## src/hdl/i2crb_pkg.sv

```systemverilog
`default_nettype none

package i2crb_pkg;

    // Number of registers in the bank (1 to 128)
    localparam int unsigned REG_COUNT = 5;

    // Register index width and pointer width (pointer holds 0..REG_COUNT)
    localparam int unsigned IDX_W = (REG_COUNT > 1) ? $clog2(REG_COUNT) : 1;
    localparam int unsigned PTR_W = $clog2(REG_COUNT + 1);

    localparam logic [7:0]       REG_COUNT_B = 8'(REG_COUNT);
    localparam logic [PTR_W-1:0] REG_COUNT_P = PTR_W'(REG_COUNT);

    // Event codes
    localparam logic [2:0] MODE_ADDR_MATCH = 3'd0;
    localparam logic [2:0] MODE_RX_BYTE    = 3'd1;
    localparam logic [2:0] MODE_TX_BYTE    = 3'd2;
    localparam logic [2:0] MODE_BUS_STATUS = 3'd3;
    localparam logic [2:0] MODE_LOCAL_WR   = 3'd4;
    localparam logic [2:0] MODE_LOCAL_RD   = 3'd5;

    // Controller to datapath commands
    typedef struct packed {
        logic capture;  // latch input word, issue bank read
        logic execute;  // update pointer, write bank, load result
    } cmd_t;

endpackage

`default_nettype wire

```

## src/hdl/i2crb_ctrl.sv

```systemverilog
`default_nettype none

module i2crb_ctrl (
    input  wire logic          aclk,
    input  wire logic          aresetn,
    input  wire logic          s_valid,
    output logic               s_ready,
    output logic               m_valid,
    input  wire logic          m_ready,
    output i2crb_pkg::cmd_t    cmd
);

    typedef enum logic [2:0] {
        ST_IDLE = 3'b001,
        ST_EXEC = 3'b010,
        ST_DONE = 3'b100
    } state_t;

    state_t state_reg;
    state_t state_next;

    always_comb begin
        state_next = state_reg;
        case (state_reg)
            ST_IDLE: begin
                if (s_valid) begin
                    state_next = ST_EXEC;
                end
            end
            ST_EXEC: begin
                state_next = ST_DONE;
            end
            ST_DONE: begin
                if (m_ready) begin
                    state_next = ST_IDLE;
                end
            end
            default: begin
                state_next = ST_IDLE;
            end
        endcase
    end

    always_ff @(posedge aclk) begin
        if (!aresetn) begin
            state_reg <= ST_IDLE;
        end else begin
            state_reg <= state_next;
        end
    end

    assign s_ready     = (state_reg == ST_IDLE);
    assign m_valid     = (state_reg == ST_DONE);
    assign cmd.capture = s_valid && s_ready;
    assign cmd.execute = (state_reg == ST_EXEC);

    a_accept_exec: assert property (@(posedge aclk) disable iff (!aresetn)
        (s_valid && s_ready) |=> cmd.execute)
        else $error("accepted word not executed next cycle");

    a_exec_result: assert property (@(posedge aclk) disable iff (!aresetn)
        cmd.execute |=> m_valid)
        else $error("execute not followed by result");

    a_one_in_flight: assert property (@(posedge aclk) disable iff (!aresetn)
        (m_valid || cmd.execute) |-> !s_ready)
        else $error("input taken while a word is in flight");

endmodule

`default_nettype wire

```

## src/hdl/i2crb_dp.sv

```systemverilog
`default_nettype none

module i2crb_dp (
    input  wire logic                   aclk,
    input  wire logic                   aresetn,
    input  wire i2crb_pkg::cmd_t        cmd,
    input  wire logic [2:0]             s_mode,
    input  wire logic [7:0]             s_data_byte,
    input  wire logic [7:0]             s_local_index,
    output logic                        m_ack_next,
    output logic [7:0]                  m_tx_byte,
    output logic [7:0]                  m_read_data
);

    localparam int unsigned IDX_W = i2crb_pkg::IDX_W;
    localparam int unsigned PTR_W = i2crb_pkg::PTR_W;

    // Architectural state
    logic [PTR_W-1:0]               reg_pointer_reg;
    logic [PTR_W-1:0]               reg_pointer_next;
    logic                           pointer_unset_reg;
    logic                           pointer_unset_next;
    logic [7:0]                     bank_mem [i2crb_pkg::REG_COUNT];
    logic [i2crb_pkg::REG_COUNT-1:0] bank_vld_reg;

    // Captured word
    logic [2:0]                     mode_reg;
    logic [7:0]                     data_reg;
    logic [7:0]                     idx_reg;
    logic [PTR_W-1:0]               eff_ptr_reg;
    logic                           rd_hit_reg;
    logic [7:0]                     rd_data_reg;

    // Capture-side logic
    logic [PTR_W-1:0]               ld_ptr;
    logic [PTR_W-1:0]               eff_ptr;
    logic                           rd_in_range;
    logic [IDX_W-1:0]               rd_addr;

    // Execute-side logic
    logic                           wr_en;
    logic [IDX_W-1:0]               wr_addr;
    logic [PTR_W-1:0]               tx_ptr_next;
    logic                           ack;
    logic [7:0]                     tx;
    logic [7:0]                     rd;

    always_comb begin
        ld_ptr  = (s_data_byte < i2crb_pkg::REG_COUNT_B) ? s_data_byte[PTR_W-1:0] : '0;
        eff_ptr = (s_mode == i2crb_pkg::MODE_TX_BYTE && pointer_unset_reg) ?
                  ld_ptr : reg_pointer_reg;
        if (s_mode == i2crb_pkg::MODE_LOCAL_RD) begin
            rd_in_range = (s_local_index < i2crb_pkg::REG_COUNT_B);
            rd_addr     = s_local_index[IDX_W-1:0];
        end else begin
            rd_in_range = (eff_ptr < i2crb_pkg::REG_COUNT_P);
            rd_addr     = eff_ptr[IDX_W-1:0];
        end
    end

    always_ff @(posedge aclk) begin
        if (cmd.capture) begin
            mode_reg    <= s_mode;
            data_reg    <= s_data_byte;
            idx_reg     <= s_local_index;
            eff_ptr_reg <= eff_ptr;
            rd_hit_reg  <= rd_in_range && bank_vld_reg[rd_addr];
            if (rd_in_range) begin
                rd_data_reg <= bank_mem[rd_addr];
            end
        end
    end

    always_comb begin
        reg_pointer_next   = reg_pointer_reg;
        pointer_unset_next = pointer_unset_reg;
        wr_en              = 1'b0;
        wr_addr            = reg_pointer_reg[IDX_W-1:0];
        ack                = 1'b0;
        tx                 = '0;
        rd                 = '0;
        tx_ptr_next        = (eff_ptr_reg < i2crb_pkg::REG_COUNT_P) ?
                             PTR_W'(eff_ptr_reg + 1'b1) : i2crb_pkg::REG_COUNT_P;
        case (mode_reg)
            i2crb_pkg::MODE_ADDR_MATCH: begin
                pointer_unset_next = 1'b1;
                ack                = 1'b1;
            end
            i2crb_pkg::MODE_RX_BYTE: begin
                if (pointer_unset_reg) begin
                    reg_pointer_next   = (data_reg < i2crb_pkg::REG_COUNT_B) ?
                                         data_reg[PTR_W-1:0] : '0;
                    pointer_unset_next = 1'b0;
                    ack                = 1'b1;
                end else if (reg_pointer_reg < i2crb_pkg::REG_COUNT_P) begin
                    wr_en            = 1'b1;
                    reg_pointer_next = PTR_W'(reg_pointer_reg + 1'b1);
                    ack              = 1'b1;
                end
            end
            i2crb_pkg::MODE_TX_BYTE: begin
                pointer_unset_next = 1'b0;
                reg_pointer_next   = tx_ptr_next;
                tx                 = rd_hit_reg ? rd_data_reg : '0;
                ack                = (tx_ptr_next < i2crb_pkg::REG_COUNT_P);
            end
            i2crb_pkg::MODE_BUS_STATUS: begin
                ack = 1'b1;
            end
            i2crb_pkg::MODE_LOCAL_WR: begin
                wr_en   = (idx_reg < i2crb_pkg::REG_COUNT_B);
                wr_addr = idx_reg[IDX_W-1:0];
            end
            i2crb_pkg::MODE_LOCAL_RD: begin
                rd = rd_hit_reg ? rd_data_reg : '0;
            end
            default: begin
            end
        endcase
    end

    always_ff @(posedge aclk) begin
        if (!aresetn) begin
            reg_pointer_reg   <= '0;
            pointer_unset_reg <= 1'b0;
            bank_vld_reg      <= '0;
        end else if (cmd.execute) begin
            reg_pointer_reg   <= reg_pointer_next;
            pointer_unset_reg <= pointer_unset_next;
            if (wr_en) begin
                bank_vld_reg[wr_addr] <= 1'b1;
            end
        end
    end

    always_ff @(posedge aclk) begin
        if (cmd.execute && wr_en) begin
            bank_mem[wr_addr] <= data_reg;
        end
    end

    always_ff @(posedge aclk) begin
        if (cmd.execute) begin
            m_ack_next  <= ack;
            m_tx_byte   <= tx;
            m_read_data <= rd;
        end
    end

    a_ptr_sat: assert property (@(posedge aclk) disable iff (!aresetn)
        reg_pointer_reg <= i2crb_pkg::REG_COUNT_P)
        else $error("pointer beyond bank end");

    a_wr_range: assert property (@(posedge aclk) disable iff (!aresetn)
        (cmd.execute && wr_en) |-> (PTR_W'(wr_addr) < i2crb_pkg::REG_COUNT_P))
        else $error("bank write out of range");

    a_addr_unset: assert property (@(posedge aclk) disable iff (!aresetn)
        (cmd.execute && mode_reg == i2crb_pkg::MODE_ADDR_MATCH) |=> pointer_unset_reg)
        else $error("address match did not unset pointer");

endmodule

`default_nettype wire

```

## src/hdl/i2c_target_register_bank.sv

```systemverilog
`default_nettype none
// Flow: the controller walks accept, execute (pointer update and bank write),
//   result; a new word is accepted only after the result is taken (m_ready).
// Reset (aresetn low, synchronous): pointer and unset flag cleared, every
//   bank entry marked invalid so it reads as zero; no clearing pass needed.
module i2c_target_register_bank (
    input  wire logic        aclk,
    input  wire logic        aresetn,
    input  wire logic        s_valid,
    output logic             s_ready,
    input  wire logic [2:0]  s_mode,
    input  wire logic [7:0]  s_data_byte,
    input  wire logic [7:0]  s_local_index,
    output logic             m_valid,
    input  wire logic        m_ready,
    output logic             m_ack_next,
    output logic [7:0]       m_tx_byte,
    output logic [7:0]       m_read_data
);

    // Command bus from the sequencer to the datapath
    i2crb_pkg::cmd_t cmd;

    // Sequencer: one word in flight, result held until taken
    i2crb_ctrl u_ctrl (
        .aclk    (aclk),
        .aresetn (aresetn),
        .s_valid (s_valid),
        .s_ready (s_ready),
        .m_valid (m_valid),
        .m_ready (m_ready),
        .cmd     (cmd)
    );

    // Datapath: pointer, unset flag, register bank and result registers.
    // Bank read happens on the accept edge, write on the execute edge.
    i2crb_dp u_dp (
        .aclk          (aclk),
        .aresetn       (aresetn),
        .cmd           (cmd),
        .s_mode        (s_mode),
        .s_data_byte   (s_data_byte),
        .s_local_index (s_local_index),
        .m_ack_next    (m_ack_next),
        .m_tx_byte     (m_tx_byte),
        .m_read_data   (m_read_data)
    );

endmodule

`default_nettype wire
```

## config.mk

```make
export PLATFORM = sky130hd
export DESIGN_NAME = i2c_target_register_bank
export DESIGN_NICKNAME = d
export VERILOG_FILES = /design/src/hdl/i2crb_pkg.sv /design/src/hdl/i2crb_ctrl.sv /design/src/hdl/i2crb_dp.sv /design/src/hdl/i2c_target_register_bank.sv
export SDC_FILE = /design/constraint.sdc
export NUM_CORES = 1
export LEC_CHECK = 0
export ABC_AREA = 1
export BUFFER_PORTS_ARGS = -buffer_cell sky130_fd_sc_hd__buf_2
export CAP_MARGIN = 5
export CORE_AREA = 2 2 90 92
export DETAILED_ROUTE_END_ITERATION = 6
export DIE_AREA = 0 0 92 94
export GPL_TIMING_DRIVEN = 0
export PLACE_DENSITY = 0.82
export SLEW_MARGIN = 5
export SYNTH_ARGS = -nofsm -noshare
export SYNTH_HDL_FRONTEND = slang
export SYNTH_SLANG_ARGS = --single-unit
```

## constraint.sdc

```tcl
create_clock -name aclk -period 2.8 [get_ports aclk]
set_input_delay 0.56 -clock aclk [delete_from_list [all_inputs] [get_ports aclk]]
set_output_delay 0.56 -clock aclk [all_outputs]
set_load 0.005 [all_outputs]
```

==> metrics.md <==
| Metric | Value |
|---|---|
| Routed Antenna Nets | `0` |
| Num CTS Buffers | `9` |
| Leak | `1.98 nW` |
| Core ar. | `7610 sq um` |
| Buffers inserted by post-CTS timing repair | `0` |
| Worst-path clk slew | `0.10 ns` |
| Die height | `94 um` |
| Total power | `2.96 mW` |
| Nets@finish | `486` |
| Port-buffer cells | `41` |
| Final Hold Fails | `0` |
| Post-Place Cells | `551` |
| Clock latency on the worst-skew pair | `0.37 ns` |
| Mapped Nets | `431` |
| Hold Crit Class | `primary input to register` |
| Initial antenna violation count | `0` |
| HPWL after DPL | `5.77 mm` |
| Relative slew slack | `0.477` |
| Netlist cell types | `35` |
| Vias per cell | `5.28` |
| Routability cong. | `0.840` |
| Startpoint types | `register` |
| Initial DRC Count | `245` |
| Most frequent cells in the layout | `nand2_1, edfxtp_1, inv_1, buf_2, nand3_1` |
| Remaining global-route overflow | `0` |
| Unrepaired setup endpoints after global routing | `yes` |
| Outcome | `complete, no violations` |
| Wire length per cell | `14.1 um` |
| Post-CTS Hold Buffers | `0` |
| FMAX | `389 MHz` |
| Cell area after placement | `4800 sq um` |
| Final Slew Violations | `0` |
| TritonCTS clock tree | `built` |
| VDD IR max | `0.000395 V` |
| Final instance area | `5050 sq um` |
| Endpoints failing setup | `0` |
| Pin count of the biggest net entering global routing | `22` |
| Htree depth | `3` |
| Worst path arrival time | `2.59 ns` |
| Max FFs per register | `40` |
| Mean Syn Cell Area | `10.9 sq um` |
| Fillers | `596` |
| Max clock buf depth | `2` |
| Footprint of the multi-input gates | `1270 sq um` |
| Most common cell after layout, fill and taps aside | `nand2_1` |
| Num rows | `32` |
| Max Fanout on Critical Path | `8` |
| Worst slew pin tran | `0.778 ns` |
| Yosys reg bits | `100` |
| Worst Setup End Kind | `register` |
| Register with the most flip-flops | `u_dp.bank_mem` |
| Number of global-route vias before repair | `2,842` |
| Kind of critical path | `register to register` |
| Share of cells above drive strength 1 | `0.200` |
| Root buf cell | `clkbuf_8` |
| Register area share after synthesis | `0.649` |
| Post-Route Setup TNS | `0 ns` |
| Syn. warnings | `0` |
| Cells after synthesis | `406` |
| # IOs | `42` |
| Final min period | `2.57 ns` |
| CTS sink count | `100` |
| Die area | `8650 sq um` |
| Post-synthesis cell area | `4440 sq um` |
| Final setup skew | `0.00781 ns` |
| First-pass GRT wire length | `13.1 mm` |
| Routed via count | `3,000` |
| P per Cell Area | `586 nW/um^2` |
| Chip width | `92 um` |
| Synthesis-to-finish area growth | `13.8%` |
| Diode count | `0` |
| Total routed wirelength | `7.98 mm` |
| Fin cells | `568` |
| Initial core utilization | `0.584` |
| Pre-Repair DR Iteration Count | `4` |
| Drt drc | `0` |
| Gr usage total | `0.201` |
| Max Cap Violations | `0` |
| FF/Latch Area | `2880 sq um` |
| Final period utilization | `0.918` |
| Req. time, crit path | `2.82 ns` |
report_power, final:
group / internal (mW) / switching, mW
clock: 0.508 / 0.509
combinational: 0.0827 / 0.142
sequential: 1.69 / 0.0335
total: 2.28 / 0.684
stage by stage:
stage / setup WS [ns] / hold WS, ns / util
floorplan: 0.261 / 0.441 / -
global placement: -0.379 / 0.460 / 0.628
detailed placement: -0.493 / 0.466 / 0.631
CTS: 0.0147 / 0.363 / 0.663
global route: -0.0482 / 0.357 / 0.664
finish: 0.231 / 0.373 / 0.664
what timing repair did:
action / 4_1_cts / 5_1_grt
pin swaps: 0 / 1
gates cloned: 0 / 1
setup endpoints to repair: 41 / 24
gates resized for setup: 4 / 1
cells in the mapped netlist (all sizes together):
cell	count	area share
inv	52	0.044
nor3	21	0.025
bufinv	1	0.0068
nand3b	16	0.027
buf	3	0.012
xnor2	1	0.0020
a21o	1	0.0020
nor2	24	0.021
ha	2	0.0056
or2	7	0.0099
o211ai	1	0.0017
a21oi	16	0.019
clkinv	2	0.0017
o21ai	10	0.014
clkbuf	4	0.0079
o21bai	4	0.0068
nand3	34	0.043
dfxtp	12	0.054
a31oi	2	0.0028
nor4	4	0.0056
o21a	2	0.0034
edfxtp	88	0.59
nand2	99	0.091
final timing paths:
path,start,to,slack (ns),cells after the start
max,u_dp.mode_reg[1]$_DFFE_PP_,u_dp.bank_mem[0][6]$_DFFE_PP_,0.23,9
min,s_local_index[7],u_dp.idx_reg[7]$_DFFE_PP_,0.37,1
max reg2reg,u_dp.mode_reg[1]$_DFFE_PP_,u_dp.bank_mem[0][6]$_DFFE_PP_,0.23,9
min reg2reg,u_dp.bank_vld_reg[1]$_SDFFE_PN0P_,u_dp.bank_vld_reg[1]$_SDFFE_PN0P_,0.48,2
cell type report:
class,count,area share
inverter,55,0.0461
clock inverter,7,0.0193
buffer,7,0.0171
multi-input combinational,245,0.252
timing repair buffer,43,0.0458
clock buffer,9,0.0245
tap,102,0.0253
sequential,100,0.570
layer usage:
layer / global-route usage / wire, um / vias up
met5: 0 / 0 / -
met4: 0.0858 / 127 / 0
met3: 0.0506 / 526 / 10
met2: 0.324 / 3840 / 92
met1: 0.260 / 3480 / 1407
li1: - / - / 1491
worst max-delay path, stage by stage (launching register included):
cell and delay [ns]:
edfxtp_1 0.43, nor2_1 0.15, nand2_1 0.18, nor2_1 0.19, o21ai_0 0.14, o21ai_0 0.10, nand2_1 0.23, inv_1 0.23
nand2_1 0.16, nor2_2 0.42
kinds of logic (layout without fill, tap and decap cells):
logic type,after synthesis,after routing,synth area share
simple gates,205,206,0.222
flops,100,100,0.649
buf+inv,62,121,0.0718
compound gates,36,36,0.0493
fa+ha+maj,2,2,0.00563
xor+xnor,1,1,0.00197
No activity file was read; power rests on OpenSTA's default activity.
